File: config.mk
export PLATFORM = sky130hd
export DESIGN_NAME = morse_bit_packer_top
export DESIGN_NICKNAME = d
export VERILOG_FILES = /design/src/rtl/mbp_pkg.sv /design/src/rtl/morse_bit_packer_top.sv
export SDC_FILE = /design/constraint.sdc
export NUM_CORES = 1
export LEC_CHECK = 0
export BUFFER_PORTS_ARGS = -buffer_cell sky130_fd_sc_hd__buf_2
export CORE_MARGIN = 4
export CORE_UTILIZATION = 60
export DETAILED_ROUTE_END_ITERATION = 10
export PLACE_DENSITY = 0.8
export SETUP_SLACK_MARGIN = 0.1
export SYNTH_ARGS = -nofsm -noshare
export SYNTH_HDL_FRONTEND = slang
export SYNTH_SLANG_ARGS = --single-unit
File: constraint.sdc
create_clock -name clk -period 4.4 [get_ports clk]
set_clock_uncertainty 0.05 [all_clocks]
set_input_delay 1.1 -clock clk [delete_from_list [all_inputs] [get_ports clk]]
set_output_delay 1.1 -clock clk [all_outputs]
set_load 0.03 [all_outputs]
File: src/rtl/mbp_pkg.sv
package mbp_pkg;

	localparam int DEF_MAX_WORDS = 64;

	localparam int CFG_DATA_W = 4;

	// configuration register indexes
	localparam logic REG_START_SPACE = 1'b0;
	localparam logic REG_CHAR_GAP    = 1'b1;

	localparam logic [3:0] START_SPACE_RST = 4'd7;
	localparam logic [2:0] CHAR_GAP_RST    = 3'd3;
	localparam logic [3:0] SPACE_AFTER_CHAR = 4'd4;

	localparam logic [7:0] SPACE_CHAR  = 8'h20;
	localparam logic [7:0] CASE_MASK   = 8'hDF;
	localparam logic [7:0] LETTER_LO   = 8'h41;
	localparam logic [7:0] LETTER_HI   = 8'h5A;

	typedef struct packed {
		logic [7:0] char_code;
		logic       last_char;
	} in_t;

	typedef struct packed {
		logic [31:0] packed_word;
		logic [5:0]  word_index;
		logic [11:0] total_bits;
		logic        final_word;
		logic        overflow;
	} out_t;

	// dot-time pattern for each letter, MSB first, ends at the last 1
	function automatic logic [15:0] dot_rom(input logic [4:0] idx);
		logic [15:0] code;
		case (idx)
			5'd0:  code = 16'hB800;
			5'd1:  code = 16'hEA80;
			5'd2:  code = 16'hEBA0;
			5'd3:  code = 16'hEA00;
			5'd4:  code = 16'h8000;
			5'd5:  code = 16'hAE80;
			5'd6:  code = 16'hEE80;
			5'd7:  code = 16'hAA00;
			5'd8:  code = 16'hA000;
			5'd9:  code = 16'hBBB8;
			5'd10: code = 16'hEB80;
			5'd11: code = 16'hBA80;
			5'd12: code = 16'hEE00;
			5'd13: code = 16'hE800;
			5'd14: code = 16'hEEE0;
			5'd15: code = 16'hBBA0;
			5'd16: code = 16'hEEB8;
			5'd17: code = 16'hBA00;
			5'd18: code = 16'hA800;
			5'd19: code = 16'hE000;
			5'd20: code = 16'hAE00;
			5'd21: code = 16'hAB80;
			5'd22: code = 16'hBB80;
			5'd23: code = 16'hEAE0;
			5'd24: code = 16'hEBB8;
			5'd25: code = 16'hEEA0;
			default: code = 16'h0000;
		endcase
		return code;
	endfunction

endpackage

File: src/rtl/morse_bit_packer_top.sv
// Morse bit packer. One message byte is taken per request; letters (either case) are
// expanded to dot-time bits, spaces and character gaps to zero bits, and the bits are
// packed MSB first into 32-bit words that leave on the output channel. Bits are moved
// one per clock through a single shift register. After a request is taken, in_stall
// stays high until its N bits are added (N = char gap + space zeros + letter code, at
// most 20), so the next request is taken only once they are all packed. On a
// character marked last, the partial word is aligned by shifting in zeros and flushed,
// followed by an overflow marker word if any word was dropped past MAX_WORDS.
// Bit shifting pauses while a completed word waits for the output register to drain.
// start_space_bits and char_gap_bits must be written only while the block is idle.
module morse_bit_packer_top #(
	parameter int MAX_WORDS = mbp_pkg::DEF_MAX_WORDS
) (
	input  logic                          clk,
	input  logic                          arst_n,
	input  logic                          cfg_we,
	input  logic                          cfg_index,
	input  logic [mbp_pkg::CFG_DATA_W-1:0] cfg_data,
	input  logic                          in_valid,
	output logic                          in_stall,
	input  mbp_pkg::in_t                  in_data,
	output logic                          out_valid,
	input  logic                          out_stall,
	output mbp_pkg::out_t                 out_data
);

	localparam int WCW = ($clog2(MAX_WORDS + 1) > 6) ? $clog2(MAX_WORDS + 1) : 6;
	localparam logic [WCW-1:0] WCNT_MAX = WCW'(MAX_WORDS);
	localparam logic [5:0] LAST_IDX = 6'((MAX_WORDS - 1) % 64);

	typedef enum logic [2:0] {
		S_IDLE,
		S_GAP,
		S_SPC,
		S_LET,
		S_FLUSH,
		S_OVF
	} state_t;

	state_t        state_q;
	logic [3:0]    start_q;
	logic [2:0]    gap_q;
	logic [31:0]   partial_q;
	logic [4:0]    bit_pos_q;
	logic [4:0]    al_q;
	logic [WCW-1:0] wcnt_q;
	logic [11:0]   bits_q;
	logic          prev_space_q;
	logic          at_start_q;
	logic          dropped_q;
	logic          last_q;
	logic [2:0]    gap_cnt_q;
	logic [3:0]    spc_cnt_q;
	logic [15:0]   code_q;
	logic          out_valid_q;
	mbp_pkg::out_t out_q;

	logic        in_fire;
	logic        room;
	logic        word_full;
	logic        push_en;
	logic        push_val;
	logic        emit_req;
	logic [31:0] emit_word;
	logic [5:0]  emit_nbits;
	logic        emit_fin;
	logic [12:0] bits_sum;
	logic [11:0] bits_next;
	logic [7:0]  up_char;
	logic        is_space;
	logic        is_letter;
	logic [4:0]  rom_idx;

	assign in_stall  = (state_q != S_IDLE);
	assign in_fire   = in_valid && !in_stall;
	assign out_valid = out_valid_q;
	assign out_data  = out_q;

	assign room      = !out_valid_q;
	assign word_full = (bit_pos_q == 5'd31);

	assign up_char   = in_data.char_code & mbp_pkg::CASE_MASK;
	assign is_space  = (in_data.char_code == mbp_pkg::SPACE_CHAR);
	assign is_letter = (up_char >= mbp_pkg::LETTER_LO) && (up_char <= mbp_pkg::LETTER_HI);
	assign rom_idx   = 5'(up_char - mbp_pkg::LETTER_LO);

	always_comb begin
		push_en    = 1'b0;
		push_val   = 1'b0;
		emit_req   = 1'b0;
		emit_word  = {partial_q[30:0], 1'b0};
		emit_nbits = 6'd32;
		emit_fin   = 1'b0;
		case (state_q)
			S_GAP: begin
				push_en = (gap_cnt_q != 3'd0) && (!word_full || room);
			end
			S_SPC: begin
				push_en = (spc_cnt_q != 4'd0) && (!word_full || room);
			end
			S_LET: begin
				push_en  = (code_q != 16'd0) && (!word_full || room);
				push_val = code_q[15];
			end
			S_FLUSH: begin
				if (partial_q != 32'd0 && al_q == 5'd0 && room) begin
					emit_req   = 1'b1;
					emit_word  = partial_q;
					emit_nbits = {1'b0, bit_pos_q};
					emit_fin   = 1'b1;
				end
			end
			default: ;
		endcase
		if (push_en && word_full) begin
			emit_req  = 1'b1;
			emit_word = {partial_q[30:0], push_val};
		end
	end

	assign bits_sum  = {1'b0, bits_q} + 13'(emit_nbits);
	assign bits_next = bits_sum[12] ? 12'hFFF : bits_sum[11:0];

	always_ff @(posedge clk or negedge arst_n) begin
		if (!arst_n) begin
			state_q      <= S_IDLE;
			start_q      <= mbp_pkg::START_SPACE_RST;
			gap_q        <= mbp_pkg::CHAR_GAP_RST;
			partial_q    <= 32'd0;
			bit_pos_q    <= 5'd0;
			al_q         <= 5'd0;
			wcnt_q       <= '0;
			bits_q       <= 12'd0;
			prev_space_q <= 1'b0;
			at_start_q   <= 1'b1;
			dropped_q    <= 1'b0;
			last_q       <= 1'b0;
			gap_cnt_q    <= 3'd0;
			spc_cnt_q    <= 4'd0;
			code_q       <= 16'd0;
			out_valid_q  <= 1'b0;
		end else begin
			if (cfg_we) begin
				case (cfg_index)
					mbp_pkg::REG_START_SPACE: start_q <= cfg_data[3:0];
					mbp_pkg::REG_CHAR_GAP:    gap_q   <= cfg_data[2:0];
					default: ;
				endcase
			end

			if (out_valid_q && !out_stall) begin
				out_valid_q <= 1'b0;
			end

			// shared bit pusher
			if (push_en) begin
				if (word_full) begin
					partial_q <= 32'd0;
					bit_pos_q <= 5'd0;
				end else begin
					partial_q <= {partial_q[30:0], push_val};
					bit_pos_q <= bit_pos_q + 5'd1;
				end
			end

			// word accept: emit while buffer has room, else drop
			if (emit_req) begin
				if (wcnt_q < WCNT_MAX) begin
					out_valid_q         <= 1'b1;
					out_q.packed_word   <= emit_word;
					out_q.word_index    <= wcnt_q[5:0];
					out_q.total_bits    <= bits_next;
					out_q.final_word    <= emit_fin;
					out_q.overflow      <= 1'b0;
					bits_q              <= bits_next;
					wcnt_q              <= wcnt_q + WCW'(1);
				end else begin
					dropped_q <= 1'b1;
				end
			end

			case (state_q)
				S_IDLE: begin
					if (in_fire) begin
						last_q    <= in_data.last_char;
						gap_cnt_q <= (!at_start_q && !prev_space_q) ? gap_q : 3'd0;
						if (is_space) begin
							spc_cnt_q <= at_start_q ? start_q :
							             (prev_space_q ? 4'd0 : mbp_pkg::SPACE_AFTER_CHAR);
						end else begin
							spc_cnt_q <= 4'd0;
						end
						code_q       <= is_letter ? mbp_pkg::dot_rom(rom_idx) : 16'd0;
						at_start_q   <= 1'b0;
						prev_space_q <= is_space;
						state_q      <= S_GAP;
					end
				end
				S_GAP: begin
					if (gap_cnt_q == 3'd0) begin
						state_q <= S_SPC;
					end else if (push_en) begin
						gap_cnt_q <= gap_cnt_q - 3'd1;
					end
				end
				S_SPC: begin
					if (spc_cnt_q == 4'd0) begin
						state_q <= S_LET;
					end else if (push_en) begin
						spc_cnt_q <= spc_cnt_q - 4'd1;
					end
				end
				S_LET: begin
					if (code_q == 16'd0) begin
						if (last_q) begin
							al_q    <= bit_pos_q;
							state_q <= S_FLUSH;
						end else begin
							state_q <= S_IDLE;
						end
					end else if (push_en) begin
						code_q <= {code_q[14:0], 1'b0};
					end
				end
				S_FLUSH: begin
					// left-align the partial word by shifting in zeros until the fill wraps
					if (partial_q == 32'd0) begin
						state_q <= S_OVF;
					end else if (al_q != 5'd0) begin
						partial_q <= {partial_q[30:0], 1'b0};
						al_q      <= al_q + 5'd1;
					end else if (room) begin
						state_q <= S_OVF;
					end
				end
				S_OVF: begin
					if (!dropped_q || room) begin
						if (dropped_q) begin
							out_valid_q       <= 1'b1;
							out_q.packed_word <= 32'd0;
							out_q.word_index  <= LAST_IDX;
							out_q.total_bits  <= bits_q;
							out_q.final_word  <= 1'b1;
							out_q.overflow    <= 1'b1;
						end
						partial_q    <= 32'd0;
						bit_pos_q    <= 5'd0;
						wcnt_q       <= '0;
						bits_q       <= 12'd0;
						prev_space_q <= 1'b0;
						at_start_q   <= 1'b1;
						dropped_q    <= 1'b0;
						state_q      <= S_IDLE;
					end
				end
				default: state_q <= S_IDLE;
			endcase
		end
	end

	a_wcnt_bound: assert property (@(posedge clk) disable iff (!arst_n)
		wcnt_q <= WCNT_MAX)
		else $error("word counter passed buffer capacity");

	a_ovf_is_final: assert property (@(posedge clk) disable iff (!arst_n)
		out_valid_q && out_q.overflow |-> out_q.final_word && out_q.packed_word == 32'd0)
		else $error("overflow marker malformed");

	a_start_clean: assert property (@(posedge clk) disable iff (!arst_n)
		at_start_q && state_q == S_IDLE |-> bit_pos_q == 5'd0 && wcnt_q == '0 && !dropped_q)
		else $error("message state not cleared at message start");

	a_no_overwrite: assert property (@(posedge clk) disable iff (!arst_n)
		emit_req && wcnt_q < WCNT_MAX |-> !out_valid_q)
		else $error("result register loaded while occupied");

endmodule
# [Yosys cells after proc, flatten, opt, wreduce, memory -nomap -nowiden]
# Memories as Yosys holds them, arrays and structs flattened.
# Index checks and enable logic that the tools add are counted.
[op_classes] eq_ne=23 n_mux=82 n_addsub=7 n_lt_le_gt_ge=3 n_reduce_logical=45 n_bitwise=1
[ops] op="2-to-1 mux 52 bit" count=5
[ops] op="2-to-1 mux 32 bit" count=8
[ops] op="2-to-1 mux 16 bit" count=4
[ops] op="case mux 32 bit (2 select lines)" count=1
[ops] op="2-to-1 mux 12 bit" count=5
[ops] op="2-to-1 mux 3 bit" count=14
[ops] op="2-to-1 mux 5 bit" count=8
[ops] op="zero test 32 bit" count=1
[ops] op="case mux 16 bit (2 select lines)" count=1
[ops] op="nonzero test 32 bit" count=1
[ops] op="2-to-1 mux 7 bit" count=4
[ops] op="!= test 2 bit (second input constant)" count=14
[ops] op="2-to-1 mux 4 bit" count=5
[ops] op="2-to-1 mux 1 bit" count=18
[ops] op="case mux 3 bit (6 select lines)" count=1
[ops] op="zero test 16 bit" count=1
[ops] op="nonzero test 16 bit" count=1
[ops] op="adder 12 x 6 -> 13 bit" count=1
[ops] op="2-to-1 mux 6 bit" count=2
[ops] op="AND reduction 4 bit" count=3
[ops] op="adder 5 x 1 -> 5 bit (second input constant)" count=2
[ops] op="logical AND 1 bit" count=10
[ops] op="case mux 5 bit (2 select lines)" count=1
[ops] op="nonzero test 2 bit" count=5
[ops] op="other kinds (30)" count=45
[word_totals] mem_count=1 input_bits=19 romBits=416 output_inout_bits=54 register_bits=151 word_cells=183
[mem_list] name="(no name shown)" words=32 word_bits=13 rd=1 rd_clocked_by_memory_dff=0 wr=0 line="mbp_pkg.sv:36" text="case (idx)"

# [Logic depth before layout (Yosys ltp)]
# Gate-level depths: netlist of run 1.
[logic_depth] word_depth=12 ltp_mapped=14

# [Worst setup path before layout of run 1]
# No wires, ideal clock.
[synth_path] path_kind="reg-to-reg" start="register out_valid_q, in the netlist out_valid" end="register out_q, in the netlist out_data[11], data pin" path_slack_ns=0.924 required_ns=4.094 stages_incl_launch_ff=13 n_path_buf=1 t_arrival_ns=3.170 setup_time_ns=0.256 cell_sequence="dfrtp_1 clkbuf_1 nor3_1 a21boi_2 and2_1 ha_1 fa_1 a21o_1 and4_1 o21ai_0 o21ai_2 nand4bb_1 o211a_1"
[synth_between] elab_chain_len=11
[synth_rtl] element="start: declaration" line="morse_bit_packer_top.sv:55" text="logic out_valid_q;"
[synth_rtl] element="start signal: assignment" line="morse_bit_packer_top.sv:141" text="out_valid_q <= 1'b0;"
[synth_rtl] element="start signal: assignment" line="morse_bit_packer_top.sv:152" text="out_valid_q <= 1'b0;"
[synth_rtl] element="start signal: assignment" line="morse_bit_packer_top.sv:169" text="out_valid_q <= 1'b1;"
[synth_rtl] element="zero test 1 bit (*)" line="morse_bit_packer_top.sv:79" text="assign room = !out_valid_q;"
[synth_rtl] element="logical AND 1 bit" line="morse_bit_packer_top.sv:106" text="if (partial_q != 32'd0 && al_q == 5'd0 && room) begin"
[synth_rtl] element="2-to-1 mux 6 bit" line="morse_bit_packer_top.sv:106"
[synth_rtl] element="2-to-1 mux 6 bit" line="morse_bit_packer_top.sv:94" text="case (state_q)"
[synth_rtl] element="adder 12 x 6 -> 13 bit" line="morse_bit_packer_top.sv:121" text="assign bits_sum = {1'b0, bits_q} + 13'(emit_nbits);"
[synth_rtl] element="2-to-1 mux 12 bit" line="morse_bit_packer_top.sv:122" text="assign bits_next = bits_sum[12] ? 12'hFFF : bits_sum[11:0];"
[synth_rtl] element="2-to-1 mux 52 bit" line="morse_bit_packer_top.sv:168" text="if (wcnt_q < WCNT_MAX) begin"
[synth_rtl] element="2-to-1 mux 52 bit" line="morse_bit_packer_top.sv:167" text="if (emit_req) begin"
[synth_rtl] element="2-to-1 mux 52 bit" line="morse_bit_packer_top.sv:238" text="if (dropped_q) begin"
[synth_rtl] element="2-to-1 mux 52 bit" line="morse_bit_packer_top.sv:237" text="if (!dropped_q || room) begin"
[synth_rtl] element="2-to-1 mux 52 bit (*)" line="morse_bit_packer_top.sv:182" text="case (state_q)"
[synth_rtl] element="end: declaration" line="morse_bit_packer_top.sv:56" text="mbp_pkg::out_t out_q;"
# Mark *: on every way between the ends. The rest lies on a longest branch, timed or not.
# A chain may end at the register's enable or synchronous reset.

# [Worst setup path after layout of run 1]
[layout_path] start="register partial_q[8]" end="register out_q, in the netlist out_data[11], data pin"
[layout_between] elab_chain_len=12
[layout_rtl] element="start: declaration" line="morse_bit_packer_top.sv:43" text="logic [31:0] partial_q;"
[layout_rtl] element="start signal: assignment" line="morse_bit_packer_top.sv:161" text="partial_q <= {partial_q[30:0], push_val};"
[layout_rtl] element="start signal: assignment" line="morse_bit_packer_top.sv:230" text="partial_q <= {partial_q[30:0], 1'b0};"
[layout_rtl] element="nonzero test 32 bit (*)" line="morse_bit_packer_top.sv:106"
[layout_rtl] element="logical AND 1 bit (*) (2 in a row)" line="morse_bit_packer_top.sv:106"
[layout_rtl] element="2-to-1 mux 6 bit" line="morse_bit_packer_top.sv:106"
[layout_rtl] element="2-to-1 mux 6 bit" line="morse_bit_packer_top.sv:94"
[layout_rtl] element="adder 12 x 6 -> 13 bit" line="morse_bit_packer_top.sv:121"
[layout_rtl] element="2-to-1 mux 12 bit" line="morse_bit_packer_top.sv:122"
[layout_rtl] element="2-to-1 mux 52 bit" line="morse_bit_packer_top.sv:168"
[layout_rtl] element="2-to-1 mux 52 bit (*)" line="morse_bit_packer_top.sv:167"
[layout_rtl] element="2-to-1 mux 52 bit" line="morse_bit_packer_top.sv:238"
[layout_rtl] element="2-to-1 mux 52 bit" line="morse_bit_packer_top.sv:237"
[layout_rtl] element="2-to-1 mux 52 bit (*)" line="morse_bit_packer_top.sv:182"
# Marks and branches as above.

==> flow_summary.toml, run 1 <==
[detailed_routing]
viasPerCell = 6.45
num_vias = 6945
routed_wirelength_um = 19500
dr.first_iter.drc_count = 745
drc = 0
firstDrtPassIters = 5
ant_nets = 0
wl_per_cell_um = 18.1

[synthesis]
synthTopCellsByArea = "dfrtp_1, edfxtp_1, a21oi_1, mux2i_1, a22o_1"
synth_cells = 832
synth_top_area_share_pct = 27.1
yosys_warnings = 0
ys_types = 81
ys_ff_latch = 148
async_reset_ff_share_pct = 64.9
synth_area_per_cell_um2 = 10.0
seq_area_frac_synth_pct = 47.7
syn_area_um2 = 8320
syn_nets = 874
synth-main-ff-cell = "dfrtp_1"
yosysMostFrequentCell = "a21oi_1"
synth_edf_count = 52
synth_commonest_cells = "a21oi_1, dfrtp_1, nand2_1, edfxtp_1, nor2_1"
synth_largest_area_cell = "dfrtp_1"

[cells_and_area]
seqCellArea_um2 = 3970
areaGrowthSynthToFinish_pct = 13.1
multi_input_area_um2 = 4050
stdcell_count = 1076
layout.nets = 929
final_cell_area_um2 = 9410
fillers = 977
antenna_cells = 0
drive_gt1_share_pct = 17.8

[timing]
fmax_mhz = 247
setup_violations = 0
report.final.slew_viol_count = 0
worstMarginPinSlew_ps = 1200
max_slew_margin_pct = 20.1
hold_viol = 0
hold_ws_ps = 459
layout_worst_path_cycle_share_pct = 92.1
finalCriticalPeriod_ps = 4050
rsz0062_at_grt = "no"
setup_tns_ps = 0

[global_route]
grt_pass1_wl_um = 32900
gr-total-overflow = 0
antenna_found_initial = 0
grt_max_degree = 115
grt_usage_pct = 24.8
first_global_vias = 6662

[floorplanning]
rows = 42
die_h_um = 126
initial_core_util_pct = 62.1
die_w_um = 126
die-area_um2 = 15800
pin_count = 73
coreArea_um2 = 13400

[worst_setup_path]
crit_fanout = 10
crit_slowest_cell = "nor4_1"
cp_common_cell = "and4_1"
crit_type = "reg2reg"
cp-end-kind = "flip-flop"
critPathLaunchType = "flip-flop"
crit_required_ps = 4530
worst-endpoint-arrival_ps = 4180
slowest_delay_ps = 500
cp_cell_sequence = "nor4_1 -> and4_1 -> a21boi_2 -> and2_1 -> ha_1 -> fa_1 -> a21o_1 -> and4_1 -> o21ai_0 -> o21ai_2 -> nand4bb_1 -> o211a_1"

[clocking]
root_buffer = "clkbuf_16"
cts_resized = 0
clock_latency_ps = 430
post_cts.repair.setup_buffers = 0
clock-sinks = 148
htreeDepth = 4
clk_path_buf_depth = 2
clk_pin_slew_worst_paths_ps = 60
cts_hold_buf = 0
cts_tree = "done"
cts_buffers = 17

[pwr]
powerDensity_nw_per_um2 = 634
irDropWorstVdd_mv = 0.455
leakagePower_nw = 4.19

[placed_design]
io_buffers = 72
dpl_cell_area_um2 = 8810
globalplace.congestion = 0.902
dp_hpwl_um = 13100
dp_cells = 1044

[flow_run]
cap_violations = 0

[run_status]
status = "complete, no violations"

[worst_hold_path]
hp-class = "reg2reg"
final cells by class:
type	instances	share of cell area, %
Sequential cell	148	42.2
Timing Repair Buffer	89	5.25
Clock inverter	13	1.58
Clock buffer	19	4.82
Inverter	19	0.758
Tap cell	176	2.34
Multi-Input combinational cell	612	43.1
power breakdown:
group / switching [mW] / leakage (nW) / total (mW) / internal [mW]
clock network: 0.596 / 0.285 / 1.47 / 0.875
logic: 1.42 / 2.15 / 2.24 / 0.827
registers: 0.423 / 1.76 / 2.26 / 1.83
total: 2.44 / 4.19 / 5.97 / 3.54
cell families after synthesis:
kind of cell               synth area share, %
AOI/OAI and AO/OA                         22.5
and+or+nand+nor                           16.2
DFF                                       47.7
buffers and inverters                     3.89
muxes                                     5.53
adders and majority gates                 3.55
xor gates and xnor gates                 0.631
critical path, delay by kind of cell (launching register included):
| family | cells | cell delay (ps) |
|---|---|---|
| AND/OR/NAND/NOR | 5 | 1550 |
| flip-flops | 1 | 420 |
| adder cells (fa/ha/maj) | 2 | 660 |
| AO/OA/AOI/OAI | 5 | 1120 |
placed cells by master (no fill, tap or decap), types with 6 or more instances in the layout:
master / n
o211ai_1: 12
inv_1: 18
o21ai_1: 8
and2_1: 8
buf_2: 71
nor3b_1: 6
nor2_1: 51
o21ai_0: 50
clkbuf_16: 18
nand3_1: 25
nor3_1: 22
nand2_1: 71
nand4_1: 11
buf_4: 17
mux2_2: 8
or3_1: 6
edfxtp_1: 52
a21o_1: 7
a31oi_1: 16
a211oi_1: 7
a22o_1: 32
ha_1: 22
a21oi_1: 94
mux2i_1: 37
o22ai_1: 8
dfrtp_1: 90
dfstp_2: 6
nor4_1: 11
through the flow:
step	util (%)	power, mW	setup WS [ps]
finish	70.3	5.97	348
global placement	65.8	4.36	580
floorplan	-	3.84	924
global route	70.3	6.35	132
CTS	70.3	5.95	445
detailed placement	65.8	4.47	477
flip-flops by register name (all words and copies together) (netlist names), 4 cells and up:
register   flops
wcnt_q         7
code_q        13
spc_cnt_q      4
start_q        4
al_q           5
bit_pos_q      5
out_data      52
partial_q     32
bits_q        12
final timing paths:
check	endpoint	from	cells past startpoint	slack, ps
setup / recovery	out_data[11]	partial_q[8]	12	350
hold / removal	start_q[3]	start_q[3]	1	460
min in group asynchronous	partial_q[20]	arst_n	1	750
max in group asynchronous	gap_q[0]	arst_n	2	2550
setup reg to reg	out_data[11]	partial_q[8]	12	350
hold reg to reg	start_q[3]	start_q[3]	1	460
per-layer routing:
layer | track usage [%] | routed length [um] | up-vias
li1 | - | - | 3261
met1 | 34.9 | 8760 | 3419
met2 | 39.6 | 9430 | 240
met3 | 4.87 | 1080 | 25
met4 | 6.94 | 230 | 0
met5 | 0 | 0 | -
Note: power is estimated with default switching activity, not from simulation.
==> run 2, diff against run 1 <==
--- a/config.mk
+++ b/config.mk
@@ -5,7 +5,7 @@
 export SDC_FILE = /design/constraint.sdc
 export NUM_CORES = 1
 export LEC_CHECK = 0
-export BUFFER_PORTS_ARGS = -buffer_cell sky130_fd_sc_hd__buf_2
+export BUFFER_PORTS_ARGS = -buffer_cell sky130_fd_sc_hd__buf_4
 export CORE_MARGIN = 4
 export CORE_UTILIZATION = 60
 export DETAILED_ROUTE_END_ITERATION = 10
==> flow_summary.toml, run 2 (synthesized netlist as in run 1, its figures left out) <==
[worst_setup_path]
rr_worst_depth = 12
cp_common_cell = "and4_1"
critPathBufInv = 0
r2r_end = "out_data[11]"
crit_type = "reg2reg"
cp_cell_sequence = "nor4_1 -> and4_1 -> a21boi_2 -> and2_1 -> ha_1 -> fa_1 -> a21o_1 -> and4_1 -> o21ai_1 -> o21ai_2 -> nand4bb_1 -> o211a_1"
worst-endpoint-arrival_ps = 4020
r2r-start = "partial_q[17]"
cp-end-kind = "flip-flop"
crit_fanout = 10
rrSetupSlack_ps = 510
crit_slowest_cell = "nor4_1"
critPathLaunchType = "flip-flop"
cp_top_family = "simple AND/OR/NAND/NOR gates"
slowest_delay_ps = 470
crit_required_ps = 4530

[clocking]
cts_buffers = 17
clock-sinks = 148
root_buffer = "clkbuf_16"
cts_tree = "done"
clk_pin_slew_worst_paths_ps = 60
htreeDepth = 4
post_cts.repair.setup_buffers = 0
clk_path_buf_depth = 2
clock_latency_ps = 430

[cells_and_area]
largest_register_ffs = 52
final_cell_mix = "a21oi_1, dfrtp_1, buf_4, nand2_1, edfxtp_1"
final_common_cell = "a21oi_1"
drive_gt1_share_pct = 17.5
layout.nets = 926
areaGrowthSynthToFinish_pct = 14.9
antenna_cells = 0

[floorplanning]
die-area_um2 = 15800
coreArea_um2 = 13400
die_w_um = 126
die_h_um = 126
initial_core_util_pct = 62.1
rows = 42
pin_count = 73

[worst_hold_path]
hp-class = "reg2reg"
min_from = "gap_cnt_q[1]"
holdPathEnd = "gap_cnt_q[1]"
hold_path_depth = 1

[run_status]
status = "complete, no violations"

[pwr]
leakagePower_nw = 4.25
powerDensity_nw_per_um2 = 628
irDropWorstVdd_mv = 0.575

[timing]
hold_viol = 0
layout_worst_path_cycle_share_pct = 88.5
setup_violations = 0
worstMarginPinSlew_ps = 1150
rsz0062_at_grt = "no"
setup_tns_ps = 0
setup_slack_ps = 508
max_slew_margin_pct = 23.2
report.final.slew_viol_count = 0
fmax_mhz = 257
finalCriticalPeriod_ps = 3890

[detailed_routing]
num_vias = 6900
drc = 0
firstDrtPassIters = 5
ant_nets = 0
viasPerCell = 6.43
wl_per_cell_um = 18.3
routed_wirelength_um = 19600
dr.first_iter.drc_count = 553

[placed_design]
globalplace.congestion = 0.898
io_buffers = 72
post-place-ws_ps = 413
dp_hpwl_um = 13100

[global_route]
gr-total-overflow = 0
grt_pass1_wl_um = 33200
grt_usage_pct = 25.3
grt_max_degree = 116
antenna_found_initial = 0
first_global_vias = 6584

[flow_run]
cap_violations = 0
run 2: cell types whose count changed in the layout (fill, tap and decap cells not counted), moves of 3 or more:
cell | before | now
clkinv_4 | 5 | 2
clkinv_2 | 1 | 4
buf_2 | 71 | 0
buf_4 | 17 | 85
run 2: worst register-to-register path, delay by kind of cell, from the launching register on:
kind                       cells  cell delay (ps)
AOI/OAI and AO/OA              5             1010
adders and majority gates      2              670
DFF                            1              430
and+or+nand+nor                5             1490
run 2: power by group:
part	switching, mW	internal [mW]
registers	0.427	1.83
clock network	0.581	0.905
logic	1.42	0.846
run 2: per-stage QoR:
step                std cells  utilization [%]  cell area, um^2  hold slack [ps]  power [mW]
floorplan                 832                -             8320              396        3.84
global placement         1041             66.9             8970              417        4.39
detailed placement       1041             66.9             8970              444        4.49
CTS                      1073             71.4             9570              460        5.99
global route             1073             71.4             9570              482        6.38
finish                   1073             71.4             9570              461        6.01
run 2: final cells by class:
type / count / area (um^2)
well taps: 176 / 220
flip-flops and latches: 148 / 3970
inverters: 19 / 71.3
clock inverters: 13 / 158
fillers: 987 / 3830
repair buffers: 86 / 649
clock buffers: 19 / 443
multi-input cells: 612 / 4050
run 2: worst max path at each step:
stage / from / endpoint / slack, ps / depth (start not counted)
2_1_floorplan: out_valid / out_data[11] / 920 / 12
4_1_cts: partial_q[17] / out_data[11] / 370 / 12
3_3_place_gp: partial_q[17] / out_data[11] / 590 / 12
6_report: partial_q[17] / out_data[11] / 510 / 12
3_5_place_dp: partial_q[17] / out_data[11] / 410 / 12
5_1_grt: state_q[2] / out_data[11] / 250 / 11
run 2: repair_timing:
action,in CTS,in global routing
setup endpoints to repair,0,2
hold buffers,0,0
resized for setup,0,1
run 2: metal layers:
metal / vias up / share of wire, % / GRT usage [%]
met3: 33 / 4.8 / 5.21
met4: 0 / 1.7 / 7.51
met5: - / 0 / 0
met1: 3394 / 45 / 34.9
met2: 205 / 48 / 40.8
li1: 3268 / - / -
